<file path="src/hw/rtl/hsv_percent_to_rgb_percent_unit_defines.svh">
// Assertion macros shared by the HSV to RGB percent converter.
`ifndef HSV_PERCENT_TO_RGB_PERCENT_UNIT_DEFINES_SVH
`define HSV_PERCENT_TO_RGB_PERCENT_UNIT_DEFINES_SVH

// Same-cycle implication, held off while reset is high.
`define HSV_ASSERT_NOW(name, clk, rst, ante, cons, msg) \
   name: assert property (@(posedge clk) disable iff (rst) (ante) |-> (cons)) else $error(msg);

// Next-cycle implication, held off while reset is high.
`define HSV_ASSERT_NEXT(name, clk, rst, ante, cons, msg) \
   name: assert property (@(posedge clk) disable iff (rst) (ante) |=> (cons)) else $error(msg);

`endif

</file>
<file path="src/hw/rtl/hsvrgb_pkg.sv">
// Constants and types for the HSV percent to RGB percent converter.
package hsvrgb_pkg;

   localparam int unsigned HUE_W     = 9;
   localparam int unsigned PCT_W     = 7;
   localparam int unsigned CHAN_W    = 8;
   localparam int unsigned REQ_TDATA_W = 24;
   localparam int unsigned RSP_TDATA_W = 24;

   localparam logic [HUE_W-1:0]  HUE_MAX   = 9'd360;
   localparam logic [PCT_W-1:0]  PCT_MAX   = 7'd100;
   localparam logic [CHAN_W-1:0] CHAN_FULL = 8'd255;
   localparam logic [CHAN_W-1:0] SECTOR_SPAN = 8'd43;
   localparam logic [CHAN_W-1:0] SECTOR_STEP = 8'd6;

   // floor(x*255/360) = (x*46422) >> 16 for x <= 360
   localparam logic [15:0] HUE_MUL   = 16'd46422;
   localparam int unsigned HUE_SHIFT = 16;
   // floor(x*255/100) = (x*10445) >> 12 for x <= 100
   localparam logic [13:0] PCT_MUL   = 14'd10445;
   localparam int unsigned PCT_SHIFT = 12;
   // floor(c*100/255) = (c*25701) >> 16 for c <= 255
   localparam logic [14:0] OUT_MUL   = 15'd25701;
   localparam int unsigned OUT_SHIFT = 16;

   // Six hue sectors of the integer HSV rule.
   typedef enum logic [2:0] {
      SECTOR_0 = 3'd0,
      SECTOR_1 = 3'd1,
      SECTOR_2 = 3'd2,
      SECTOR_3 = 3'd3,
      SECTOR_4 = 3'd4,
      SECTOR_5 = 3'd5
   } sector_type;

endpackage

</file>
<file path="src/hw/rtl/hsv_percent_to_rgb_percent_unit.sv">
// Top level: six-stage HSV (degrees/percent) to RGB (percent) pipeline.
// Path: a taken beat is registered in stage 0 through stage 5 before it shows on rsp_*.
// Throughput: one beat per cycle while rsp_tready is high; each stage holds at most one multiplier row.
// Backpressure: each stage loads when empty or when the stage after it moves.
// Reset: synchronous, active high; clears the stage valid bits only.
// Payload registers are not reset; no state survives between beats.
`include "hsv_percent_to_rgb_percent_unit_defines.svh"

module hsv_percent_to_rgb_percent_unit (
   input  logic                                 clock,
   input  logic                                 reset,
   input  logic                                 req_tvalid,
   output logic                                 req_tready,
   // [0] power_on, [9:1] hue_degrees, [16:10] saturation_pct, [23:17] value_pct
   input  logic [hsvrgb_pkg::REQ_TDATA_W-1:0]   req_tdata,
   output logic                                 rsp_tvalid,
   input  logic                                 rsp_tready,
   // [6:0] red_pct, [13:7] green_pct, [20:14] blue_pct, [21] leds_enabled,
   // [23:22] zero
   output logic [hsvrgb_pkg::RSP_TDATA_W-1:0]   rsp_tdata
);

   localparam int unsigned CW = hsvrgb_pkg::CHAN_W;
   localparam int unsigned PW = hsvrgb_pkg::PCT_W;

   // Stage valid bits and per-stage load enables.
   logic [5:0] vld_ff;
   logic [5:0] stage_en;

   // Unpack the request beat.
   logic                           req_power;
   logic [hsvrgb_pkg::HUE_W-1:0]   req_hue;
   logic [PW-1:0]                  req_sat;
   logic [PW-1:0]                  req_val;

   assign req_power = req_tdata[0];
   assign req_hue   = req_tdata[9:1];
   assign req_sat   = req_tdata[16:10];
   assign req_val   = req_tdata[23:17];

   // A stage loads when it is empty or its content moves on in this cycle.
   assign stage_en[5] = !vld_ff[5] || rsp_tready;
   assign stage_en[4] = !vld_ff[4] || stage_en[5];
   assign stage_en[3] = !vld_ff[3] || stage_en[4];
   assign stage_en[2] = !vld_ff[2] || stage_en[3];
   assign stage_en[1] = !vld_ff[1] || stage_en[2];
   assign stage_en[0] = !vld_ff[0] || stage_en[1];

   assign req_tready = stage_en[0];

   always_ff @(posedge clock) begin
      if (reset) begin
         vld_ff <= '0;
      end else begin
         if (stage_en[0]) vld_ff[0] <= req_tvalid;
         if (stage_en[1]) vld_ff[1] <= vld_ff[0];
         if (stage_en[2]) vld_ff[2] <= vld_ff[1];
         if (stage_en[3]) vld_ff[3] <= vld_ff[2];
         if (stage_en[4]) vld_ff[4] <= vld_ff[3];
         if (stage_en[5]) vld_ff[5] <= vld_ff[4];
      end
   end

   // ---------------------------------------------------------------------
   // Stage 0: clamp the inputs and scale all three to 0..255 with
   // reciprocal multiplies (exact floor over the clamped ranges).
   // ---------------------------------------------------------------------
   logic [hsvrgb_pkg::HUE_W-1:0] hue_clamp;
   logic [PW-1:0]                sat_clamp;
   logic [PW-1:0]                val_clamp;
   logic [24:0]                  hue_prod;
   logic [20:0]                  sat_prod;
   logic [20:0]                  val_prod;
   logic [CW-1:0]                hue0_in, sat0_in, val0_in;
   logic [CW-1:0]                hue0_ff, sat0_ff, val0_ff;
   logic                         pwr0_ff;

   assign hue_clamp = (req_hue > hsvrgb_pkg::HUE_MAX) ? hsvrgb_pkg::HUE_MAX : req_hue;
   assign sat_clamp = (req_sat > hsvrgb_pkg::PCT_MAX) ? hsvrgb_pkg::PCT_MAX : req_sat;
   assign val_clamp = (req_val > hsvrgb_pkg::PCT_MAX) ? hsvrgb_pkg::PCT_MAX : req_val;

   assign hue_prod = 25'(hue_clamp) * 25'(hsvrgb_pkg::HUE_MUL);
   assign sat_prod = 21'(sat_clamp) * 21'(hsvrgb_pkg::PCT_MUL);
   assign val_prod = 21'(val_clamp) * 21'(hsvrgb_pkg::PCT_MUL);

   assign hue0_in = hue_prod[hsvrgb_pkg::HUE_SHIFT +: CW];
   assign sat0_in = sat_prod[hsvrgb_pkg::PCT_SHIFT +: CW];
   assign val0_in = val_prod[hsvrgb_pkg::PCT_SHIFT +: CW];

   always_ff @(posedge clock) begin
      if (stage_en[0]) begin
         pwr0_ff <= req_power;
         hue0_ff <= hue0_in;
         sat0_ff <= sat0_in;
         val0_ff <= val0_in;
      end
   end

   // ---------------------------------------------------------------------
   // Stage 1: find the hue sector and its scaled remainder; form p.
   // ---------------------------------------------------------------------
   hsvrgb_pkg::sector_type sector1_in, sector1_ff;
   logic [CW-1:0]          sector_base;
   logic [5:0]             hue_off;
   logic [CW-1:0]          rem1_in, rem1_ff;
   logic [15:0]            p_prod;
   logic [CW-1:0]          p1_ff, sat1_ff, val1_ff;
   logic                   grey1_ff, pwr1_ff;

   always_comb begin
      if (hue0_ff < hsvrgb_pkg::SECTOR_SPAN) begin
         sector1_in  = hsvrgb_pkg::SECTOR_0;
         sector_base = 8'd0;
      end else if (hue0_ff < 8'(2 * hsvrgb_pkg::SECTOR_SPAN)) begin
         sector1_in  = hsvrgb_pkg::SECTOR_1;
         sector_base = 8'(hsvrgb_pkg::SECTOR_SPAN);
      end else if (hue0_ff < 8'(3 * hsvrgb_pkg::SECTOR_SPAN)) begin
         sector1_in  = hsvrgb_pkg::SECTOR_2;
         sector_base = 8'(2 * hsvrgb_pkg::SECTOR_SPAN);
      end else if (hue0_ff < 8'(4 * hsvrgb_pkg::SECTOR_SPAN)) begin
         sector1_in  = hsvrgb_pkg::SECTOR_3;
         sector_base = 8'(3 * hsvrgb_pkg::SECTOR_SPAN);
      end else if (hue0_ff < 8'(5 * hsvrgb_pkg::SECTOR_SPAN)) begin
         sector1_in  = hsvrgb_pkg::SECTOR_4;
         sector_base = 8'(4 * hsvrgb_pkg::SECTOR_SPAN);
      end else begin
         sector1_in  = hsvrgb_pkg::SECTOR_5;
         sector_base = 8'(5 * hsvrgb_pkg::SECTOR_SPAN);
      end
   end

   // Offset within a sector stays below 43, so times six fits in 8 bits.
   assign hue_off = 6'(hue0_ff - sector_base);
   assign rem1_in = 8'(hue_off) * hsvrgb_pkg::SECTOR_STEP;
   assign p_prod  = 16'(val0_ff) * 16'(hsvrgb_pkg::CHAN_FULL - sat0_ff);

   always_ff @(posedge clock) begin
      if (stage_en[1]) begin
         pwr1_ff    <= pwr0_ff;
         sector1_ff <= sector1_in;
         rem1_ff    <= rem1_in;
         sat1_ff    <= sat0_ff;
         val1_ff    <= val0_ff;
         grey1_ff   <= (sat0_ff == '0);
         p1_ff      <= p_prod[15:8];
      end
   end

   // ---------------------------------------------------------------------
   // Stage 2: saturation times remainder and times its complement.
   // ---------------------------------------------------------------------
   logic [15:0]            sr_prod, st_prod;
   logic [CW-1:0]          sr2_ff, st2_ff, p2_ff, val2_ff;
   hsvrgb_pkg::sector_type sector2_ff;
   logic                   grey2_ff, pwr2_ff;

   assign sr_prod = 16'(sat1_ff) * 16'(rem1_ff);
   assign st_prod = 16'(sat1_ff) * 16'(hsvrgb_pkg::CHAN_FULL - rem1_ff);

   always_ff @(posedge clock) begin
      if (stage_en[2]) begin
         pwr2_ff    <= pwr1_ff;
         sector2_ff <= sector1_ff;
         grey2_ff   <= grey1_ff;
         val2_ff    <= val1_ff;
         p2_ff      <= p1_ff;
         sr2_ff     <= sr_prod[15:8];
         st2_ff     <= st_prod[15:8];
      end
   end

   // ---------------------------------------------------------------------
   // Stage 3: form q and t from the value.
   // ---------------------------------------------------------------------
   logic [15:0]            q_prod, t_prod;
   logic [CW-1:0]          q3_ff, t3_ff, p3_ff, val3_ff;
   hsvrgb_pkg::sector_type sector3_ff;
   logic                   grey3_ff, pwr3_ff;

   assign q_prod = 16'(val2_ff) * 16'(hsvrgb_pkg::CHAN_FULL - sr2_ff);
   assign t_prod = 16'(val2_ff) * 16'(hsvrgb_pkg::CHAN_FULL - st2_ff);

   always_ff @(posedge clock) begin
      if (stage_en[3]) begin
         pwr3_ff    <= pwr2_ff;
         sector3_ff <= sector2_ff;
         grey3_ff   <= grey2_ff;
         val3_ff    <= val2_ff;
         p3_ff      <= p2_ff;
         q3_ff      <= q_prod[15:8];
         t3_ff      <= t_prod[15:8];
      end
   end

   // ---------------------------------------------------------------------
   // Stage 4: route v/p/q/t to the channels by sector; grey overrides.
   // ---------------------------------------------------------------------
   logic [CW-1:0] red4_in, green4_in, blue4_in;
   logic [CW-1:0] red4_ff, green4_ff, blue4_ff;
   logic          pwr4_ff;

   always_comb begin
      red4_in   = val3_ff;
      green4_in = val3_ff;
      blue4_in  = val3_ff;
      if (!grey3_ff) begin
         case (sector3_ff)
            hsvrgb_pkg::SECTOR_0: begin
               red4_in = val3_ff; green4_in = t3_ff;   blue4_in = p3_ff;
            end
            hsvrgb_pkg::SECTOR_1: begin
               red4_in = q3_ff;   green4_in = val3_ff; blue4_in = p3_ff;
            end
            hsvrgb_pkg::SECTOR_2: begin
               red4_in = p3_ff;   green4_in = val3_ff; blue4_in = t3_ff;
            end
            hsvrgb_pkg::SECTOR_3: begin
               red4_in = p3_ff;   green4_in = q3_ff;   blue4_in = val3_ff;
            end
            hsvrgb_pkg::SECTOR_4: begin
               red4_in = t3_ff;   green4_in = p3_ff;   blue4_in = val3_ff;
            end
            default: begin
               red4_in = val3_ff; green4_in = p3_ff;   blue4_in = q3_ff;
            end
         endcase
      end
   end

   always_ff @(posedge clock) begin
      if (stage_en[4]) begin
         pwr4_ff   <= pwr3_ff;
         red4_ff   <= red4_in;
         green4_ff <= green4_in;
         blue4_ff  <= blue4_in;
      end
   end

   // ---------------------------------------------------------------------
   // Stage 5: scale each channel back to percent; this is the output register.
   // ---------------------------------------------------------------------
   logic [22:0]   red_prod, green_prod, blue_prod;
   logic [PW-1:0] red5_ff, green5_ff, blue5_ff;
   logic          pwr5_ff;

   assign red_prod   = 23'(red4_ff)   * 23'(hsvrgb_pkg::OUT_MUL);
   assign green_prod = 23'(green4_ff) * 23'(hsvrgb_pkg::OUT_MUL);
   assign blue_prod  = 23'(blue4_ff)  * 23'(hsvrgb_pkg::OUT_MUL);

   always_ff @(posedge clock) begin
      if (stage_en[5]) begin
         pwr5_ff   <= pwr4_ff;
         red5_ff   <= red_prod[hsvrgb_pkg::OUT_SHIFT +: PW];
         green5_ff <= green_prod[hsvrgb_pkg::OUT_SHIFT +: PW];
         blue5_ff  <= blue_prod[hsvrgb_pkg::OUT_SHIFT +: PW];
      end
   end

   assign rsp_tvalid = vld_ff[5];
   assign rsp_tdata  = {2'b00, pwr5_ff, blue5_ff, green5_ff, red5_ff};

   // ---------------------------------------------------------------------
   // Assertions
   // ---------------------------------------------------------------------
   logic pipe_stuck;
   logic pct_ok;
   logic grey_move;
   logic chan_flat;
   logic out_load;

   assign pipe_stuck = (vld_ff == 6'b111111) && !rsp_tready;
   assign pct_ok     = (red5_ff <= hsvrgb_pkg::PCT_MAX) &&
                       (green5_ff <= hsvrgb_pkg::PCT_MAX) &&
                       (blue5_ff <= hsvrgb_pkg::PCT_MAX);
   assign grey_move  = vld_ff[3] && grey3_ff && stage_en[4];
   assign chan_flat  = (red4_ff == green4_ff) && (green4_ff == blue4_ff);
   assign out_load   = vld_ff[4] && stage_en[5];

   `HSV_ASSERT_NOW(a_ready_drain, clock, reset, rsp_tready, req_tready, "input held on drain")
   `HSV_ASSERT_NOW(a_full_stall, clock, reset, pipe_stuck, !req_tready, "input taken into full pipe")
   `HSV_ASSERT_NOW(a_pct_range, clock, reset, rsp_tvalid, pct_ok, "channel percent above full scale")
   `HSV_ASSERT_NEXT(a_grey_flat, clock, reset, grey_move, chan_flat, "grey beat has unequal channels")
   `HSV_ASSERT_NEXT(a_last_advance, clock, reset, out_load, vld_ff[5], "beat lost at output")

endmodule
</file>
<file path="config.mk">
export PLATFORM = sky130hd
export DESIGN_NAME = hsv_percent_to_rgb_percent_unit
export DESIGN_NICKNAME = d
export VERILOG_FILES = /design/src/hw/rtl/hsvrgb_pkg.sv /design/src/hw/rtl/hsv_percent_to_rgb_percent_unit.sv
export VERILOG_INCLUDE_DIRS = /design/src /design/src/hw/rtl
export SDC_FILE = /design/constraint.sdc
export NUM_CORES = 1
export LEC_CHECK = 0
export BUFFER_PORTS_ARGS = -buffer_cell sky130_fd_sc_hd__buf_2
export CAP_MARGIN = 20
export CELL_PAD_IN_SITES_DETAIL_PLACEMENT = 0
export CELL_PAD_IN_SITES_GLOBAL_PLACEMENT = 2
export CORE_UTILIZATION = 47
export DETAILED_ROUTE_END_ITERATION = 6
export GPL_TIMING_DRIVEN = 0
export MAX_ROUTING_LAYER = met4
export PLACE_DENSITY = 0.94
export SLEW_MARGIN = 15
export SYNTH_ARGS = -nofsm -noshare
export SYNTH_HDL_FRONTEND = slang
export SYNTH_SLANG_ARGS = --single-unit
</file>
<file path="constraint.sdc">
create_clock -name clock -period 15.9 [get_ports clock]
set_input_delay 3.18 -clock clock [delete_from_list [all_inputs] [get_ports clock]]
set_output_delay 3.18 -clock clock [all_outputs]
set_load 0.01 [all_outputs]
</file>
==> flow_metrics.py <==
metrics = {
    "global_routing": {
        "grtUsageMet1_pct": 25.6,
        "grt_use_met2_pct": 35.2,
        "grt.overflow.total": 0,
        "grt_pass1_wl_um": 86700,
        "use_met3_pct": 2.49,
        "grt.busiest_layer": "met2",
        "grt_use_total_pct": 20.6,
        "grt_pass1_vias": 17873,
        "grt_max_degree": 38,
        "antenna_found_initial": 0,
    },
    "final_layout": {
        "regArea_sq_um": 5590,
        "fill_cells": 4771,
        "layout.nets": 3334,
        "multiInputGateArea_sq_um": 17500,
        "drive_above_1_share_pct": 4.53,
        "area_delta_synth_final_pct": 6.94,
        "stdcell_count": 3250,
    },
    "timing": {
        "fmax_mhz": 124,
        "hold_viol_final": 0,
        "maxSlewViolCount": 0,
        "skew_ns": 0.0101,
        "worstMarginPinSlew_ns": 0.957,
        "setup_viol": 0,
        "hold_slack_ns": 0.419,
        "maxSlewHeadroom_pct": 36.2,
        "setup_tns_ns": 0,
        "rsz0062_at_grt": "false",
        "timing.final.crit_period_ns": 8.09,
        "finalCritPeriodShare_pct": 50.9,
    },
    "synthesis": {
        "ys_seq_elements": 188,
        "yosysWarnings": 0,
        "ys_seq_area_share_pct": 22.1,
        "synth-edff-count": 182,
        "synth.distinct_cells": 72,
        "yosys.area.top_type_share_pct": 24.0,
        "synth_top_cell_by_area": "ha_1",
        "syn_avg_cell_area_sq_um": 10.2,
        "yosys_most_used_dff": "edfxtp_1",
        "synthesis.area_sq_um": 25300,
        "synth_cells": 2475,
        "synth.area.top_cells": "ha_1 24%, fa_1 22%, edfxtp_1 22%, inv_1 7.8%, nor2b_1 3.1%",
        "async_flop_share_pct": 0,
    },
    "critical_path": {
        "path_cells": "buf_2 > or3_1 > a21oi_1 > nor2_1 > o21ai_0 > nand2b_1 > ha_1 > fa_1 > inv_1 > fa_1 > fa_1 > inv_1 > ha_1 > a211o_1 > nand2b_1 > o211ai_1 > nand4b_1 > a31oi_1 > o21bai_1 > xor2_1",
        "crit_top_cell": "fa_1",
        "endpoint": "hue0_ff[6]$_DFFE_PP_",
        "cp_slowest_stage_delay_ns": 0.67,
        "cp_max_fo": 6,
        "end_kind": "register",
        "ff2ff_setup_slack_ns": 10.60,
        "reg2reg_from": "sat1_ff[3]$_DFFE_PP_",
        "path_depth": 20,
        "r2r_cells": 17,
        "path_buf_inv": 3,
        "cp_slowest_cell": "fa_1",
        "r2r-end": "st2_ff[7]$_DFFE_PP_",
        "cp-start-kind": "input port",
        "cp_top_family": "adder cells",
        "cp_data_arrival_time_ns": 8.33,
        "required_ns": 16.13,
        "critPathKind": "input port to register",
        "startpoint": "req_tdata[1]",
    },
    "routing": {
        "ant_nets": 0,
        "wire_per_inst_um": 15.6,
        "drtIter0Drc": 768,
        "vias": 16757,
        "viasPerCell": 5.16,
        "wirelength_um": 50800,
        "dr.pass1.iters": 7,
        "drc": 0,
    },
    "clocking": {
        "cts.sinks": 188,
        "cts_tree": "built",
        "htreeDepth": 4,
        "numCtsBuffers": 17,
        "clk_pin_slew_ns": 0.08,
        "cts_resized": 0,
        "insertion_delay_ns": 0.48,
        "post-cts-setup-buffer-count": 0,
        "ctsHoldBuffers": 0,
        "clock-root-buffer": "clkbuf_16",
        "clk_path_buf_depth": 2,
    },
    "placement": {
        "port_buffers": 51,
        "dp_hpwl_um": 42600,
        "place_congestion": 0.918,
        "place_inst": 3217,
    },
    "floorplan": {
        "core_area_sq_um": 52900,
        "die_w_um": 234,
        "start_util_pct": 47.8,
        "die_y_um": 234,
        "row_count": 84,
        "dieArea_sq_um": 54700,
        "ioPinCount": 54,
    },
    "hold_path": {
        "hold_class": "register to register",
    },
    "status": {
        "status": "finished clean",
    },
    "flow_run": {
        "max-cap-violations": 0,
    },
}
worst min path at each step:
stage | slack (ns) | start | to | depth (start not counted)
floorplan | 0.40 | grey1_ff$_DFFE_PP_ | grey2_ff$_DFFE_PP_ | 0
global placement | 0.40 | val1_ff[1]$_DFFE_PP_ | val2_ff[1]$_DFFE_PP_ | 0
detailed placement | 0.40 | pwr2_ff$_DFFE_PP_ | pwr3_ff$_DFFE_PP_ | 0
CTS | 0.42 | val1_ff[2]$_DFFE_PP_ | val2_ff[2]$_DFFE_PP_ | 0
global route | 0.43 | p2_ff[3]$_DFFE_PP_ | p3_ff[3]$_DFFE_PP_ | 0
finish | 0.42 | sector2_ff[1]$_DFFE_PP_ | sector3_ff[1]$_DFFE_PP_ | 0
metal layers:
layer / share of wire (%) / routed length [um] / vias to the layer above
li1: - / - / 8230
met1: 46 / 23100 / 8268
met2: 50 / 25400 / 202
met3: 2.6 / 1320 / 57
met4: 1.8 / 892 / 0
met5: 0 / 0 / -
layout make-up:
class	instances	share of cell area (%)
diodes	1	0.00927
repair buffers	53	1.09
clock inverters	15	0.570
well taps	688	3.19
multi-input cells	1712	64.8
clock buffers	17	1.58
flip-flops and latches	188	20.7
plain buffers	47	0.709
inverters	529	7.35
cell families after synthesis:
family	synth area share [%]
adder cells (fa/ha/maj)	45.7
multiplexers	1.51
AND/OR/NAND/NOR	12.1
other	0.0149
AO/OA/AOI/OAI	6.74
flip-flops	22.1
XOR/XNOR	3.21
buffers and inverters	8.62
sequential cells by signal, indices dropped and copies added (netlist names), 8 cells and up:
register   flops
sat1_ff        8
hue0_ff        8
q3_ff          8
p2_ff          8
val3_ff        8
st2_ff         8
sat0_ff        8
val0_ff        8
val2_ff        8
val1_ff        8
green4_ff      8
p3_ff          8
sr2_ff         8
p1_ff          8
blue4_ff       8
t3_ff          8
red4_ff        8
synthesized netlist by cell type (all sizes together) (4+ instances only):
| library cell | count |
|---|---|
| nand3 | 15 |
| a211o | 6 |
| dfxtp | 6 |
| xor2 | 34 |
| o21ai | 44 |
| a211oi | 10 |
| o21bai | 9 |
| or2 | 7 |
| ha | 484 |
| a31oi | 6 |
| a21o | 27 |
| a21oi | 79 |
| nor2 | 106 |
| a221o | 5 |
| and4 | 6 |
| mux2i | 38 |
| and3 | 10 |
| a31o | 6 |
| nand2 | 95 |
| fa | 274 |
| o21a | 8 |
| buf | 8 |
| xnor2 | 56 |
| or3 | 4 |
| nor2b | 127 |
| nor3 | 20 |
| and2 | 31 |
| o22ai | 10 |
| inv | 529 |
| edfxtp | 182 |
| a221oi | 8 |
| clkbuf | 39 |
| nand4 | 5 |
| a22oi | 8 |
| nand2b | 120 |
| o211ai | 5 |
layout by cell type, fill, tap and decap left out, types with 54 or more instances in the layout:
cell and count:
a21oi_1 78, ha_1 484, nand2b_1 120, nor2b_1 127, nor2_1 106, nand2_1 93
xnor2_1 56, edfxtp_1 182, inv_1 527, fa_1 274, buf_2 54
through the flow:
step / worst slack, ns / util [%] / cell area, sq um
final: 7.81 / 51.1 / 27000
after global routing: 7.45 / 51.1 / 27000
after CTS: 7.85 / 51.1 / 27000
after detailed placement: 7.32 / 50.0 / 26400
after global placement: 7.07 / 49.9 / 26400
after floorplan: 7.99 / - / 25300
Power is not shown: default switching activity piles up to over one toggle a cycle in this logic, so the estimate is an artifact.
